<file path="src/rtl/wpa_pkg.sv">
`timescale 1ns / 1ps

package wpa_pkg;

	localparam logic [1:0] MODE_ALLOC   = 2'd0;
	localparam logic [1:0] MODE_RELEASE = 2'd1;
	localparam logic [1:0] MODE_CHECK   = 2'd2;

	localparam logic [1:0] STATUS_OK       = 2'd0;
	localparam logic [1:0] STATUS_EMPTY    = 2'd1;
	localparam logic [1:0] STATUS_NOT_USED = 2'd2;

	typedef struct packed {
		logic [1:0]  mode;
		logic [4:0]  entry_number;
		logic [31:0] watched_value;
	} in_beat_t;

	typedef struct packed {
		logic [1:0]  status;
		logic [4:0]  result_number;
		logic [31:0] previous_value;
		logic        changed;
	} out_beat_t;

	typedef struct packed {
		logic idle;
		logic done;
	} ctrl_sts_t;

	typedef enum logic [2:0] {
		ST_INIT,
		ST_IDLE,
		ST_ALLOC,
		ST_REL_NEXT,
		ST_REL_WALK,
		ST_REL_FREE,
		ST_CHECK,
		ST_DONE
	} st_t;

endpackage

</file>
<file path="src/rtl/wpa_ram.sv">
`timescale 1ns / 1ps

module wpa_ram #(
	parameter int WIDTH = 6,
	parameter int DEPTH = 32
) (
	input  logic                     clk,
	input  logic                     we,
	input  logic [$clog2(DEPTH)-1:0] waddr,
	input  logic [WIDTH-1:0]         wdata,
	input  logic [$clog2(DEPTH)-1:0] raddr,
	output logic [WIDTH-1:0]         rdata
);

	logic [WIDTH-1:0] mem [DEPTH];

	always_ff @(posedge clk) begin
		if (we) begin
			mem[waddr] <= wdata;
		end
		rdata <= mem[raddr];
	end

endmodule

</file>
<file path="src/rtl/wpa_ctrl.sv">
`timescale 1ns / 1ps

module wpa_ctrl import wpa_pkg::*; #(
	parameter int POOL_SIZE = 32
) (
	input  logic      clk,
	input  logic      arst_n,
	input  logic      start,
	input  in_beat_t  cmd,
	input  logic      take,
	output ctrl_sts_t sts,
	output out_beat_t res
);

	localparam int IDX_W  = $clog2(POOL_SIZE);
	localparam int LINK_W = $clog2(POOL_SIZE + 1);
	localparam logic [LINK_W-1:0] NONE_LINK = LINK_W'(POOL_SIZE);
	localparam logic [IDX_W-1:0]  LAST_IDX  = IDX_W'(POOL_SIZE - 1);

	st_t st_q, st_d;

	in_beat_t            cmd_q;
	out_beat_t           res_q, res_d;
	logic                res_load;
	logic [IDX_W-1:0]    idx_q, p_q, init_q;
	logic [LINK_W-1:0]   nidx_q, free_head_q, active_head_q;
	logic [POOL_SIZE-1:0] in_use_q;

	logic              l_we;
	logic [IDX_W-1:0]  l_waddr, l_raddr;
	logic [LINK_W-1:0] l_wdata, l_rdata;
	logic              v_we;
	logic [IDX_W-1:0]  v_waddr, v_raddr;
	logic [31:0]       v_wdata, v_rdata;

	logic             num_ok, num_used, free_ok, head_hit, walk_hit, walk_end, diff;
	logic [IDX_W-1:0] num_idx, fh_idx;

	wpa_ram #(.WIDTH(LINK_W), .DEPTH(POOL_SIZE)) u_link (
		.clk   (clk),
		.we    (l_we),
		.waddr (l_waddr),
		.wdata (l_wdata),
		.raddr (l_raddr),
		.rdata (l_rdata)
	);

	wpa_ram #(.WIDTH(32), .DEPTH(POOL_SIZE)) u_value (
		.clk   (clk),
		.we    (v_we),
		.waddr (v_waddr),
		.wdata (v_wdata),
		.raddr (v_raddr),
		.rdata (v_rdata)
	);

	assign num_ok   = 32'(cmd.entry_number) < 32'(POOL_SIZE);
	assign num_idx  = IDX_W'(cmd.entry_number);
	assign num_used = num_ok && in_use_q[num_idx];
	assign free_ok  = free_head_q < NONE_LINK;
	assign fh_idx   = free_head_q[IDX_W-1:0];
	assign head_hit = active_head_q == LINK_W'(idx_q);
	assign walk_hit = l_rdata == LINK_W'(idx_q);
	assign walk_end = l_rdata >= NONE_LINK;
	assign diff     = v_rdata != cmd_q.watched_value;

	always_comb begin
		st_d = st_q;
		case (st_q)
			ST_INIT: begin
				if (init_q == LAST_IDX) st_d = ST_IDLE;
			end
			ST_IDLE: begin
				if (start) begin
					case (cmd.mode)
						MODE_ALLOC:   st_d = free_ok ? ST_ALLOC : ST_DONE;
						MODE_RELEASE: st_d = num_used ? ST_REL_NEXT : ST_DONE;
						MODE_CHECK:   st_d = num_used ? ST_CHECK : ST_DONE;
						default:      st_d = ST_DONE;
					endcase
				end
			end
			ST_ALLOC:    st_d = ST_DONE;
			ST_REL_NEXT: st_d = head_hit ? ST_REL_FREE : ST_REL_WALK;
			ST_REL_WALK: begin
				if (walk_hit || walk_end) st_d = ST_REL_FREE;
			end
			ST_REL_FREE: st_d = ST_DONE;
			ST_CHECK:    st_d = ST_DONE;
			ST_DONE: begin
				if (take) st_d = ST_IDLE;
			end
			default:     st_d = ST_INIT;
		endcase
	end

	always_comb begin
		l_we     = 1'b0;
		l_waddr  = idx_q;
		l_wdata  = free_head_q;
		l_raddr  = idx_q;
		v_we     = 1'b0;
		v_waddr  = idx_q;
		v_wdata  = cmd_q.watched_value;
		v_raddr  = idx_q;
		res_load = 1'b0;
		res_d    = '0;
		case (st_q)
			ST_INIT: begin
				l_we    = 1'b1;
				l_waddr = init_q;
				l_wdata = LINK_W'(init_q) + LINK_W'(1);
			end
			ST_IDLE: begin
				if (start) begin
					case (cmd.mode)
						MODE_ALLOC: begin
							l_raddr = fh_idx;
							v_we    = free_ok;
							v_waddr = fh_idx;
							v_wdata = cmd.watched_value;
							if (!free_ok) begin
								res_load     = 1'b1;
								res_d.status = STATUS_EMPTY;
							end
						end
						MODE_RELEASE, MODE_CHECK: begin
							l_raddr = num_idx;
							v_raddr = num_idx;
							if (!num_used) begin
								res_load            = 1'b1;
								res_d.status        = STATUS_NOT_USED;
								res_d.result_number = cmd.entry_number;
							end
						end
						default: begin
							res_load = 1'b1;
						end
					endcase
				end
			end
			ST_ALLOC: begin
				l_we                = 1'b1;
				l_wdata             = active_head_q;
				res_load            = 1'b1;
				res_d.status        = STATUS_OK;
				res_d.result_number = 5'(idx_q);
			end
			ST_REL_NEXT: begin
				l_raddr = active_head_q[IDX_W-1:0];
			end
			ST_REL_WALK: begin
				l_raddr = l_rdata[IDX_W-1:0];
				if (walk_hit) begin
					l_we    = 1'b1;
					l_waddr = p_q;
					l_wdata = nidx_q;
				end
			end
			ST_REL_FREE: begin
				l_we                = 1'b1;
				res_load            = 1'b1;
				res_d.status        = STATUS_OK;
				res_d.result_number = cmd_q.entry_number;
			end
			ST_CHECK: begin
				v_we                 = diff;
				res_load             = 1'b1;
				res_d.status         = STATUS_OK;
				res_d.result_number  = cmd_q.entry_number;
				res_d.previous_value = v_rdata;
				res_d.changed        = diff;
			end
			default: begin
			end
		endcase
	end

	always_ff @(posedge clk or negedge arst_n) begin
		if (!arst_n) begin
			st_q          <= ST_INIT;
			init_q        <= '0;
			free_head_q   <= '0;
			active_head_q <= NONE_LINK;
			in_use_q      <= '0;
		end else begin
			st_q <= st_d;
			case (st_q)
				ST_INIT: begin
					init_q <= init_q + IDX_W'(1);
				end
				ST_ALLOC: begin
					free_head_q     <= l_rdata;
					active_head_q   <= LINK_W'(idx_q);
					in_use_q[idx_q] <= 1'b1;
				end
				ST_REL_NEXT: begin
					if (head_hit) active_head_q <= l_rdata;
				end
				ST_REL_FREE: begin
					free_head_q     <= LINK_W'(idx_q);
					in_use_q[idx_q] <= 1'b0;
				end
				default: begin
				end
			endcase
		end
	end

	always_ff @(posedge clk) begin
		if (start) begin
			cmd_q <= cmd;
			idx_q <= (cmd.mode == MODE_ALLOC) ? fh_idx : num_idx;
		end
		if (st_q == ST_REL_NEXT) begin
			nidx_q <= l_rdata;
			p_q    <= active_head_q[IDX_W-1:0];
		end
		if (st_q == ST_REL_WALK) begin
			p_q <= l_rdata[IDX_W-1:0];
		end
		if (res_load) begin
			res_q <= res_d;
		end
	end

	assign sts.idle = st_q == ST_IDLE;
	assign sts.done = st_q == ST_DONE;
	assign res      = res_q;

endmodule

</file>
<file path="src/rtl/watchpoint_pool_allocator_core.sv">
// channel | direction | payload    | handshake
// in      | input     | in_beat_t  | in_valid / in_ready
// out     | output    | out_beat_t | out_valid / out_ready
//
// Allocate and check pass ST_ALLOC or ST_CHECK to ST_DONE, a rejected beat goes
// straight to ST_DONE. Release walks to the predecessor in ST_REL_WALK unless the
// entry heads the active list, reading one link a cycle from the link memory.
// After reset the link memory is initialised entry by entry, in_ready low.
// One beat is worked at a time; the next is taken while a result waits in the
// output register, and the block holds only if that register is still full.
`timescale 1ns / 1ps

module watchpoint_pool_allocator_core import wpa_pkg::*; #(
	parameter int POOL_SIZE = 32
) (
	input  logic      clk,
	input  logic      arst_n,
	input  logic      in_valid,
	output logic      in_ready,
	input  in_beat_t  in_data,
	output logic      out_valid,
	input  logic      out_ready,
	output out_beat_t out_data
);

	ctrl_sts_t sts;
	out_beat_t res;
	logic      start, take;
	logic      out_valid_q;
	out_beat_t out_q;

	assign in_ready = sts.idle;
	assign start    = in_valid && in_ready;
	assign take     = sts.done && (!out_valid_q || out_ready);

	wpa_ctrl #(.POOL_SIZE(POOL_SIZE)) u_ctrl (
		.clk    (clk),
		.arst_n (arst_n),
		.start  (start),
		.cmd    (in_data),
		.take   (take),
		.sts    (sts),
		.res    (res)
	);

	always_ff @(posedge clk or negedge arst_n) begin
		if (!arst_n) begin
			out_valid_q <= 1'b0;
		end else if (take) begin
			out_valid_q <= 1'b1;
		end else if (out_ready) begin
			out_valid_q <= 1'b0;
		end
	end

	always_ff @(posedge clk) begin
		if (take) begin
			out_q <= res;
		end
	end

	assign out_valid = out_valid_q;
	assign out_data  = out_q;

endmodule

</file>
<file path="config.mk">
export PLATFORM = sky130hd
export DESIGN_NAME = watchpoint_pool_allocator_core
export DESIGN_NICKNAME = d
export VERILOG_FILES = /design/src/rtl/wpa_pkg.sv /design/src/rtl/wpa_ram.sv /design/src/rtl/wpa_ctrl.sv /design/src/rtl/watchpoint_pool_allocator_core.sv
export SDC_FILE = /design/constraint.sdc
export NUM_CORES = 2
export LEC_CHECK = 0
export BUFFER_PORTS_ARGS = -buffer_cell sky130_fd_sc_hd__buf_4
export CAP_MARGIN = 20
export CORE_MARGIN = 8
export CORE_UTILIZATION = 60
export CTS_BUF_LIST = sky130_fd_sc_hd__clkbuf_16
export DETAILED_ROUTE_END_ITERATION = 16
export PLACE_DENSITY = 0.82
export REMOVE_ABC_BUFFERS = 1
export SYNTH_ARGS = -nofsm -noshare
export SYNTH_HDL_FRONTEND = slang
export SYNTH_SLANG_ARGS = --single-unit
</file>
<file path="constraint.sdc">
create_clock -name clk -period 12.75 [get_ports clk]
set_clock_uncertainty 0.05 [all_clocks]
set_input_delay 1.9125 -clock clk [delete_from_list [all_inputs] [get_ports clk]]
set_output_delay 1.9125 -clock clk [all_outputs]
set_load 0.02 [all_outputs]
</file>
==> results.ini <==
[clock_network]
cts.clk_slew.worst_paths_ns=0.06
tritoncts=yes
clockBufferDepth=3
postCtsSetupBuffers=0
clock_latency_ns=0.76
cts_resized=0
cts_made_buffers=140
htree_levels=4
cts-hold-fix-buffers=0
cts.root.buffer_cell=clkbuf_16
cts.sinks=1440

[route]
drtIter0Drc=6274
routed_wl_um=151000
first_pass_iters=6
avgViaCountPerCell=6.663
routed-via-count=36825
antenna_left=0
drc_errors=0
wl_per_cell_um=27.33

[timing]
rsz0062_at_grt=false
worstMarginPinSlew_ns=1.131
slew_violations=0
max_slew_margin_pct=24.60
setup_viol=0
period_needed_ns=5.735
setup_slack_ns=7.015
fmax_mhz=174.4
fin_tns_setup_ns=0
period_share_pct=44.98
hold_violations=0
hold_ws_ns=0.3652

[synthesis]
synth_top_flop_cell=edfxtp_1
yosysWarnings=0
ys_ff_latch=1440
synth.avg_cell_area_um2=13.93
netlist_area_um2=56910
async_flop_share_pct=3.681
synthTopCellsByArea=edfxtp_1, nand2_1, nand3_1, mux2i_1, dfrtp_1
synth_area_leader_cell=edfxtp_1
seq_area_frac_synth_pct=74.85
synth_cells=4087
ys_types=71
synth_edf_count=1349
synth_top_area_share_pct=71.18

[placed_design]
port_buffers=84
placed_cells=5255
post_dp_cell_area_um2=59040
gp_congestion=0.8896
post-place-ws_ns=6.355
dp_hpwl_um=81370

[floorplanning]
initial_core_util_pct=60.26
io_pins=85
core_um2=94450
dieHeight_um=324.0
die_area_um2=105000
fp-row-count=113
chipWidth_um=324.0

[power_and_ir_drop]
leakage_nw=21.78
irDropWorstVdd_v=0.0001392
p_per_area_nw_per_um2=196.3

[grt]
grt_pass1_vias=36015
grt.overflow.total=0
grt_max_degree=176
grt_pass1_wl_um=221500
antenna_found_initial=2
track_usage_pct=28.22

[status]
status=finished clean

[run]
drv_cap=0

[finish]
final_cells=5527
fillers=5949
synthToLayoutAreaGrowth_pct=11.96
fin_nets=4197
postLayoutCellArea_um2=63720
drive_gt1_share_pct=11.15

[min_path]
worstHoldPathType=reg -> reg

[critical_path]
start_kind=input pin
endpoint_kind=flip-flop
cp_max_fo=71
required_ns=13.29
crit_type=in -> reg
arrival_ns=6.27

worst max-delay path, stage by stage:
cell and delay (ns):
buf_4 0.13, nand4bb_4 0.17, inv_2 0.08, buf_4 0.71
and2_4 0.43, nand3_1 0.16, o31ai_4 0.08, buf_4 0.87
buf_4 0.80, a32oi_1 0.37, a31oi_1 0.29, a2111oi_2 0.07
metrics by stage:
step | total power [mW] | util, %
after floorplan | 7.829 | -
after global placement | 8.398 | 62.30
after detailed placement | 8.488 | 62.52
after CTS | 12.41 | 67.17
after global routing | 12.86 | 67.46
final | 12.51 | 67.47
cells in the mapped netlist (all sizes together), types with 8 or more instances:
cell and count:
o22ai 21, a2111oi 32, xor2 11, a21oi 54
inv 15, xnor2 36, mux2i 143, buf 134
and3 38, edfxtp 1349, a21o 8, a22oi 20
mux4 10, o31ai 20, and2 10, o21ai 46
nor2 85, nand4 42, clkbuf 118, nor4 10
a32oi 132, dfxtp 38, o32ai 12, nor3 14
a31oi 116, dfrtp 52, nand2 1109, nand3 339
registers in the layout (all words and copies together), names as in the netlist, named ones only:
signal,flops
u_ctrl.u_link.mem,192
u_ctrl.st_q,3
u_ctrl.idx_q,5
u_ctrl.cmd_q,37
u_ctrl.init_q,5
u_ctrl.free_head_q,6
u_ctrl.p_q,5
out_valid,1
u_ctrl.active_head_q,6
u_ctrl.u_link.rdata,6
out_data,40
u_ctrl.res,40
u_ctrl.nidx_q,6
u_ctrl.u_value.rdata,32
u_ctrl.u_value.mem,1024
kinds of logic (layout without fill, tap and decap cells):
group	count (synthesis)	after routing	synth area share [%]
simple gates	1679	1679	12.59
mux	157	157	2.990
buf+inv	267	441	2.152
fa+ha+maj	6	6	0.1319
compound gates	491	491	6.567
other cells	0	1	0
flops	1440	1440	74.85
xor+xnor	47	47	0.7233
path summary, 6_finish.rpt:
kind	depth (start not counted)	slack (ns)	from	endpoint
worst max-delay path	12	7.01	in_valid	u_ctrl.u_value.rdata[23]
worst min-delay path	0	0.37	u_ctrl.res[14]	out_data[14]
worst max register to register	12	7.28	u_ctrl.st_q[2]	u_ctrl.u_value.rdata[23]
worst min register to register	0	0.37	u_ctrl.res[14]	out_data[14]
max in group asynchronous	1	10.98	arst_n	u_ctrl.st_q[2]
min in group asynchronous	1	1.17	arst_n	asynchronous set/reset pin
placed cells by master (no fill, tap or decap), drive strengths merged, types with 14 or more instances in the layout:
cell     count
edfxtp    1349
nand2     1109
nand3      339
buf        170
mux2i      143
clkbuf     143
a32oi      132
a31oi      116
nor2        85
inv         59
clkinv      57
a21oi       54
dfrtp       52
o21ai       46
nand4       42
and3        38
dfxtp       38
xnor2       36
a2111oi     32
o22ai       21
a22oi       20
o31ai       20
nor3        14
power breakdown:
group	total, mW	switching [mW]	internal [mW]
combinational	2.52	1.78	0.740
sequential	6.01	0.237	5.78
clock	3.97	1.76	2.22
total	12.5	3.77	8.73
final cells by class:
| class | count | area [µm²] | share of cell area [%] |
|---|---|---|---|
| inverters | 15 | 56.30 | 0.08836 |
| multi-input cells | 2380 | 13500 | 21.19 |
| clock buffers | 142 | 3553 | 5.577 |
| well taps | 1265 | 1583 | 2.484 |
| flip-flops and latches | 1440 | 42600 | 66.85 |
| clock inverters | 113 | 845.8 | 1.327 |
| diodes | 1 | 2.502 | 0.003927 |
| repair buffers | 171 | 1577 | 2.474 |
per-layer routing:
metal	vias to the layer above	wire length (µm)	track usage, %
li1	15445	-	-
met1	17887	53580	37.88
met2	3009	69280	43.14
met3	482	20920	7.563
met4	2	7246	13.56
met5	-	11	0
(Power assumes the default switching activity.)
